--- src/rtl/pdfpoc_pkg.sv ---
`default_nettype none
package pdfpoc_pkg;

	localparam int COUNT_WIDTH = 32;
	localparam int LIMIT_WIDTH = 25;
	localparam int SEEN_WIDTH  = 25;
	localparam int OUT_WIDTH   = 32;

	localparam logic [LIMIT_WIDTH-1:0] LIMIT_RESET = 25'(8 << 20);
	localparam logic [SEEN_WIDTH-1:0]  SEEN_MAX    = '1;
	localparam logic [COUNT_WIDTH-1:0] COUNT_MAX   = '1;

	// page check phases
	localparam logic [2:0] PH_IDLE  = 3'd0;
	localparam logic [2:0] PH_WS    = 3'd1;
	localparam logic [2:0] PH_PAGE1 = 3'd2;
	localparam logic [2:0] PH_PAGE5 = 3'd6;

	localparam logic [2:0] TYPE_LEN = 3'd5;

	localparam logic [7:0] CH_SLASH = 8'h2F;
	localparam logic [7:0] CH_S     = 8'h73;

	typedef struct packed {
		logic [2:0]             type_prog;
		logic [2:0]             phase;
		logic [SEEN_WIDTH-1:0]  seen;
		logic [COUNT_WIDTH-1:0] count;
	} scan_state_t;

	function automatic logic [7:0] type_char(input logic [2:0] idx);
		logic [7:0] c;
		case (idx)
			3'd0: c = 8'h2F;
			3'd1: c = 8'h54;
			3'd2: c = 8'h79;
			3'd3: c = 8'h70;
			3'd4: c = 8'h65;
			default: c = 8'h2F;
		endcase
		return c;
	endfunction

	function automatic logic [7:0] page_char(input logic [2:0] idx);
		logic [7:0] c;
		case (idx)
			3'd0: c = 8'h2F;
			3'd1: c = 8'h50;
			3'd2: c = 8'h61;
			3'd3: c = 8'h67;
			3'd4: c = 8'h65;
			default: c = 8'h2F;
		endcase
		return c;
	endfunction

	function automatic logic is_ws(input logic [7:0] c);
		return (c == 8'h20) || (c >= 8'h09 && c <= 8'h0D);
	endfunction

	// clamp the count to the 32-bit report
	function automatic logic [OUT_WIDTH-1:0] report(input logic [COUNT_WIDTH-1:0] n);
		logic [63:0] wide;
		wide = 64'(n);
		return (wide > 64'hFFFF_FFFF) ? '1 : wide[OUT_WIDTH-1:0];
	endfunction

endpackage
`default_nettype wire

--- src/rtl/pdf_page_object_counter_top.sv ---
// channel  | direction | signals                         | payload
// s_axis   | in        | tvalid tready tdata tlast       | data_byte, last_byte
// m_axis   | out       | tvalid tready tdata tuser       | page_count, pages_found
// cfg      | in        | valid ready data                | scan_byte_limit
//
// One byte per cycle while the input is not stalled. A byte is held in the input register,
// then the matchers and the count update in a single pass into the result register.
// The result register is a one-entry output buffer; input stalls only when a
// last-byte request meets a result not yet taken.
// arst_n clears the matchers, counters and valids; the limit resets to 2^23.
`default_nettype none
module pdf_page_object_counter_top (
	input  wire logic        clk,
	input  wire logic        arst_n,
	input  wire logic        s_axis_tvalid,
	output      logic        s_axis_tready,
	input  wire logic [7:0]  s_axis_tdata,   // [7:0] data_byte
	input  wire logic        s_axis_tlast,   // last_byte
	output      logic        m_axis_tvalid,
	input  wire logic        m_axis_tready,
	output      logic [31:0] m_axis_tdata,   // [31:0] page_count
	output      logic        m_axis_tuser,   // pages_found
	input  wire logic        cfg_valid,
	output      logic        cfg_ready,
	input  wire logic [24:0] cfg_data
);

	logic [pdfpoc_pkg::LIMIT_WIDTH-1:0] limit_q;
	pdfpoc_pkg::scan_state_t            st_q, st_d;

	logic       valid_s1;
	logic [7:0] byte_s1;
	logic       last_s1;
	logic       adv;

	logic [pdfpoc_pkg::OUT_WIDTH-1:0] out_data_q;
	logic                             out_user_q;
	logic                             out_valid_q;

	logic       examine;
	logic [2:0] ph;
	logic [2:0] tp;
	logic       type_done;
	logic       bump;
	logic [pdfpoc_pkg::COUNT_WIDTH-1:0] cnt_next;

	assign cfg_ready = 1'b1;

	assign adv           = valid_s1 && !(last_s1 && out_valid_q && !m_axis_tready);
	assign s_axis_tready = !valid_s1 || adv;

	always_comb begin
		examine   = st_q.seen < pdfpoc_pkg::SEEN_WIDTH'(limit_q);
		ph        = st_q.phase;
		tp        = st_q.type_prog;
		type_done = 1'b0;
		bump      = 1'b0;

		if (examine) begin
			if (st_q.phase == pdfpoc_pkg::PH_WS) begin
				if (pdfpoc_pkg::is_ws(byte_s1))
					ph = pdfpoc_pkg::PH_WS;
				else
					ph = (byte_s1 == pdfpoc_pkg::CH_SLASH) ? pdfpoc_pkg::PH_PAGE1
						: pdfpoc_pkg::PH_IDLE;
			end else if (st_q.phase >= pdfpoc_pkg::PH_PAGE1 &&
					st_q.phase < pdfpoc_pkg::PH_PAGE5) begin
				ph = (byte_s1 == pdfpoc_pkg::page_char(st_q.phase - 3'd1))
					? st_q.phase + 3'd1 : pdfpoc_pkg::PH_IDLE;
			end else if (st_q.phase == pdfpoc_pkg::PH_PAGE5) begin
				bump = (byte_s1 != pdfpoc_pkg::CH_S);
				ph   = pdfpoc_pkg::PH_IDLE;
			end else begin
				ph = pdfpoc_pkg::PH_IDLE;
			end

			if (tp > 3'd4)
				tp = 3'd0;
			if (byte_s1 == pdfpoc_pkg::type_char(tp)) begin
				tp = tp + 3'd1;
				if (tp == pdfpoc_pkg::TYPE_LEN) begin
					type_done = 1'b1;
					tp        = 3'd0;
				end
			end else begin
				tp = (byte_s1 == pdfpoc_pkg::CH_SLASH) ? 3'd1 : 3'd0;
			end

			if (type_done)
				ph = pdfpoc_pkg::PH_WS;
		end

		// a full /Page at end of data counts too
		if (last_s1 && ph == pdfpoc_pkg::PH_PAGE5)
			bump = 1'b1;

		cnt_next = (bump && st_q.count != pdfpoc_pkg::COUNT_MAX)
			? st_q.count + 1'b1 : st_q.count;

		st_d.type_prog = tp;
		st_d.phase     = ph;
		st_d.seen      = (examine && st_q.seen != pdfpoc_pkg::SEEN_MAX)
			? st_q.seen + 1'b1 : st_q.seen;
		st_d.count     = cnt_next;
	end

	always_ff @(posedge clk or negedge arst_n) begin
		if (!arst_n) begin
			limit_q <= pdfpoc_pkg::LIMIT_RESET;
		end else if (cfg_valid && cfg_ready) begin
			limit_q <= cfg_data;
		end
	end

	always_ff @(posedge clk or negedge arst_n) begin
		if (!arst_n) begin
			valid_s1 <= 1'b0;
		end else if (s_axis_tready) begin
			valid_s1 <= s_axis_tvalid;
		end
	end

	always_ff @(posedge clk) begin
		if (s_axis_tready && s_axis_tvalid) begin
			byte_s1 <= s_axis_tdata;
			last_s1 <= s_axis_tlast;
		end
	end

	always_ff @(posedge clk or negedge arst_n) begin
		if (!arst_n) begin
			st_q <= '0;
		end else if (adv) begin
			if (last_s1)
				st_q <= '0;
			else
				st_q <= st_d;
		end
	end

	always_ff @(posedge clk or negedge arst_n) begin
		if (!arst_n) begin
			out_valid_q <= 1'b0;
		end else if (adv && last_s1) begin
			out_valid_q <= 1'b1;
		end else if (m_axis_tready) begin
			out_valid_q <= 1'b0;
		end
	end

	always_ff @(posedge clk) begin
		if (adv && last_s1) begin
			out_data_q <= pdfpoc_pkg::report(cnt_next);
			out_user_q <= (cnt_next != '0);
		end
	end

	assign m_axis_tvalid = out_valid_q;
	assign m_axis_tdata  = out_data_q;
	assign m_axis_tuser  = out_user_q;

endmodule
`default_nettype wire

--- config.mk ---
export PLATFORM = sky130hd
export DESIGN_NAME = pdf_page_object_counter_top
export DESIGN_NICKNAME = d
export VERILOG_FILES = /design/src/rtl/pdfpoc_pkg.sv /design/src/rtl/pdf_page_object_counter_top.sv
export SDC_FILE = /design/constraint.sdc
export NUM_CORES = 1
export LEC_CHECK = 0
export ABC_AREA = 1
export BUFFER_PORTS_ARGS = -buffer_cell sky130_fd_sc_hd__buf_2
export CAP_MARGIN = 20
export CORE_ASPECT_RATIO = 1.25
export CORE_MARGIN = 5
export CORE_UTILIZATION = 65
export CTS_BUF_LIST = sky130_fd_sc_hd__clkbuf_8 sky130_fd_sc_hd__clkbuf_16
export CTS_CLUSTER_SIZE = 30
export DETAILED_ROUTE_END_ITERATION = 10
export PLACE_DENSITY = 0.84
export RECOVER_POWER = 100
export SYNTH_ARGS = -nofsm -noshare
export SYNTH_HDL_FRONTEND = slang
export SYNTH_SLANG_ARGS = --single-unit
export TNS_END_PERCENT = 5
--- constraint.sdc ---
create_clock -name clk -period 4.86 [get_ports clk]
set_input_delay 0.243 -clock clk [delete_from_list [all_inputs] [get_ports clk]]
set_output_delay 0.243 -clock clk [all_outputs]
set_load 0.01 [all_outputs]
==> run summary <==
The number of H-tree levels came out at 4. The total core area was 0.0117 mm^2; the die width was 108 um. The area growth from synthesis to layout came out at 13.5%.

For the largest vdd supply drop, the log shows 0.257 mV. The worst setup path is of the reg -> reg kind. For the final routed wirelength across all metal layers, the log shows 17600 um. In the routed layout, each cell is associated on average with a via count of 5.52. The first detailed-routing pass took 5 iterations. The proportion of power drawn by flip-flops and latches is 0.455, and the shortest period the worst path allows is 4.20 ns. Entering global routing, the biggest net connects 63 pins. The synthesized design contains 42 enable-type register cells. The fraction of the cycle the final worst path needs is 0.865.

The fraction of registers with async set or reset after synthesis is 0.682. Static timing analysis puts the maximum clock frequency at 238 MHz. The count of routing violations after the opening detailed-route iteration is 506. For this design the top-level I/O count stands at 75. Combinational share of power: 0.077. Counting along the longest clock path gives a buffer depth of 2. The checks that failed: capacitance limit, slew limit. The routed wirelength normalized by instance count is 14.1 um, and the maximum net fanout on the critical path is 62. The run gives 0.663 as the starting utilization of the core area.

The number of pins exceeding their max-slew limit in the final report is 86, and the final-report setup violation count is 0. The startpoint type of the worst setup path was a register. Per-instance average area after synthesis: 7.79 um^2.

For this design the total switching power over the nets is 0.645 mW. For hold timing, the worst endpoint is byte_s1[1]. The floorplan step defined a die boundary enclosing 0.0142 mm^2.

After routing, the total negative slack on setup checks comes to 0 ns. The congestion estimate from routability-driven global placement came to 0.896. The switching share of power is 0.240, and the total via count in the routed design is 6880. The flow ran to the end, but the final reports show violations. The tools report the number of hold-slack violations in the final timing report as 0. The number of antenna diodes in the final layout is 0. Row generation in the floorplan step produced 44 rows. The run gives 0 as the overall overflow remaining after global route. Path class of the lowest-slack min-delay path: in -> reg. The logs give 0.454 for the sequential fraction of the synthesis area and 2.04 mW for the internal cell power.

During placement, the flow inserted port buffers numbering 73. For the worst flop-to-flop path, the logic depth is 24. The run gives 4.37 ns as the worst path arrival time. At the pin with the least slew margin, the transition time is 1.79 ns. The leakage power summed over all cells was 4.52 nW; the peak per-stage delay on the critical path was 0.48 ns. The first global-routing pass estimated 29600 um of wire. The total cell area at the placement stage is 0.00820 mm^2, and the number of different library cells in the post-synthesis netlist is 53. With fillers left out, the area of the finished cells amounts to 0.00878 mm^2. The root buffer selected by CTS is clkbuf_16. The post-cts resize count came out at 0. Counting stages on the worst path, the most repeated cell is nand2_1.

The clock latency on the worst-skew pair is 0.42 ns, and the reg2reg setup slack is 0.66 ns. The register bit count reported by yosys came out at 132. The tree built by TritonCTS fans out to 132 sinks. The total nets after synthesis was 1074; the part of the power in the clock network was 0.468. The largest total area in the synthesized netlist belongs to dfrtp_1.

Clock skew on the completed layout was measured at 0.00981 ns. For the final core utilization, the log shows 0.753. The area share of the leading cell type in the synthesized netlist came out at 0.288. TritonCTS built the clock tree. The critical path endpoint category was a register. The required time at the endpoint of the critical path was 5.03 ns; the global-route total usage across every layer was 0.256.

The number of antenna violations at the first check in global routing came out at 0. Power spread over the standard cell area amounts to 306 mW/mm^2. The total CTS buffers is 17.

In this run the critical register-to-register path is captured at m_axis_tuser. The cell count after synthesis came out at 994. At the end of the flow, the number of nets in the layout was 1153.

For the number of warnings reported in the yosys synthesis log, the log shows 0. Startpoint of the lowest-slack register-to-register path: st_q[62]. The dominant register cell in the synthesized netlist was dfrtp_1.

After synthesis, the cell types taking the most area are dfrtp_1 29%, edfxtp_1 16%, nand2_1 13%. The tools report the startpoint of the tightest hold check path as s_axis_tdata[1]. The layout cell share with drive strength beyond 1 works out to 0.0847. The most frequent standard cell in the layout excluding fill and tap cells was nand2_1. After synthesis the cells add up to 0.00774 mm^2. In the layout the commonest cells are 280 x nand2_1, 178 x inv_1, 89 x dfrtp_1. The overall die height was 132 um. The remaining max-slew budget at the tightest pin was -0.194; the HPWL after detailed placement was 12100 um.

Setup repair after global routing left no endpoint under its margin. Clock-pin slew was measured on the worst setup and hold paths at 0.06 ns. The worst hold path depth was 1.

The number of violations of the max-capacitance limit is 2. The logs give 0 for the number of DRC violations after detailed routing and 0 for the remaining antenna violation count. Via count of the first global-routing pass: 6797.

The run gives 2.69 mW as the overall power of the completed layout. Walking the worst path, the cells encountered are nor2_1, inv_1, ha_1, or2_0, nand2_2, nand3_1, nand2_1, nand2_1, nand2_1, nor2_1, nand3_1, nand2_1, nand2_1, nand2_1, nor2_1, nand2_1, nand2_4, nand2_1, o21ai_0, nand2_1, nor2_1, nand2_1, nor2_1, nand2_1. The slowest stage of the critical path is the nand2_4 cell.
metal layers:
metal | vias to the layer above | wire, um | track usage | share of wire
met4 | 0 | 708 | 0.130 | 0.040
met2 | 265 | 9030 | 0.443 | 0.51
met5 | - | 0 | 0 | 0
met3 | 70 | 926 | 0.0451 | 0.053
met1 | 3181 | 6960 | 0.302 | 0.39
li1 | 3364 | - | - | -
worst max-delay path by stage:
| stage | start | to | slack [ns] | cells past startpoint |
|---|---|---|---|---|
| after floorplan | st_q[62] | m_axis_tuser | 1.89 | 24 |
| after global placement | st_q[58] | m_axis_tuser | 1.15 | 20 |
| after detailed placement | st_q[62] | m_axis_tuser | 1.03 | 24 |
| after CTS | st_q[58] | m_axis_tuser | 0.95 | 20 |
| after global routing | st_q[62] | m_axis_tuser | 0.28 | 24 |
| final | st_q[62] | m_axis_tuser | 0.66 | 24 |
cell families (layout without fill, tap and decap cells):
family	count (synthesis)	after routing	synth area share
other	1	1	0.000484
AOI/OAI and AO/OA	125	125	0.0947
xor gates and xnor gates	5	5	0.00663
muxes	1	1	0.00129
adders and majority gates	41	41	0.0663
buffers and inverters	202	294	0.104
DFF	132	132	0.454
and+or+nand+nor	487	487	0.273
repair_timing:
item | in CTS | in global routing
endpoints found under the hold margin | 37 | 0
setup buffers | 0 | 0
hold buffers | 6 | 0
metrics by stage:
step / setup slack [ns] / hold WS [ns] / cells
6_report: 0.658 / 0.00633 / 1247
5_1_grt: 0.283 / 0.00196 / 1247
4_1_cts: 0.954 / 0.0000861 / 1246
3_5_place_dp: 1.03 / 0.208 / 1208
3_3_place_gp: 1.15 / 0.210 / 1208
2_1_floorplan: 1.89 / -0.0526 / 994
area by class of cell:
class	count	area [um^2]
Fill cell	928	2890
Inverter	179	672
Tap cell	161	201
Clock buffer	19	453
Sequential cell	132	3510
Timing Repair Buffer	83	420
Multi-Input combinational cell	660	3390
Clock inverter	13	134
sequential cells by signal, indices dropped and copies added, names as in the netlist:
signal and count:
st_q 63, m_axis_tdata 32, limit_q 25, byte_s1 8, last_s1 1, m_axis_tuser 1
m_axis_tvalid 1, valid_s1 1
power groups by stage:
stage	registers, mW	logic, mW	clock network [mW]
after floorplan	1.24	0.122	0
after global placement	1.24	0.200	0
after detailed placement	1.24	0.205	0
after CTS	1.22	0.211	1.27
after global routing	1.23	0.239	1.31
final	1.22	0.207	1.26
worst max-delay path: cells and delay by family (launching register included):
kind                       cells  cell delay, ns
DFF                            1            0.44
AOI/OAI and AO/OA              1            0.33
buffers and inverters          1            0.12
and+or+nand+nor               21            2.82
adders and majority gates      1            0.24
synthesized netlist by cell type (all sizes together), types with 19 or more instances:
cell type  instances
edfxtp            42
o22ai             33
nand2            285
nand4             19
nand3             67
dfrtp             89
inv              179
a21oi             29
nor3              28
nor2              76
o21ai             46
ha                41
Power figures use the tool's default switching activity.
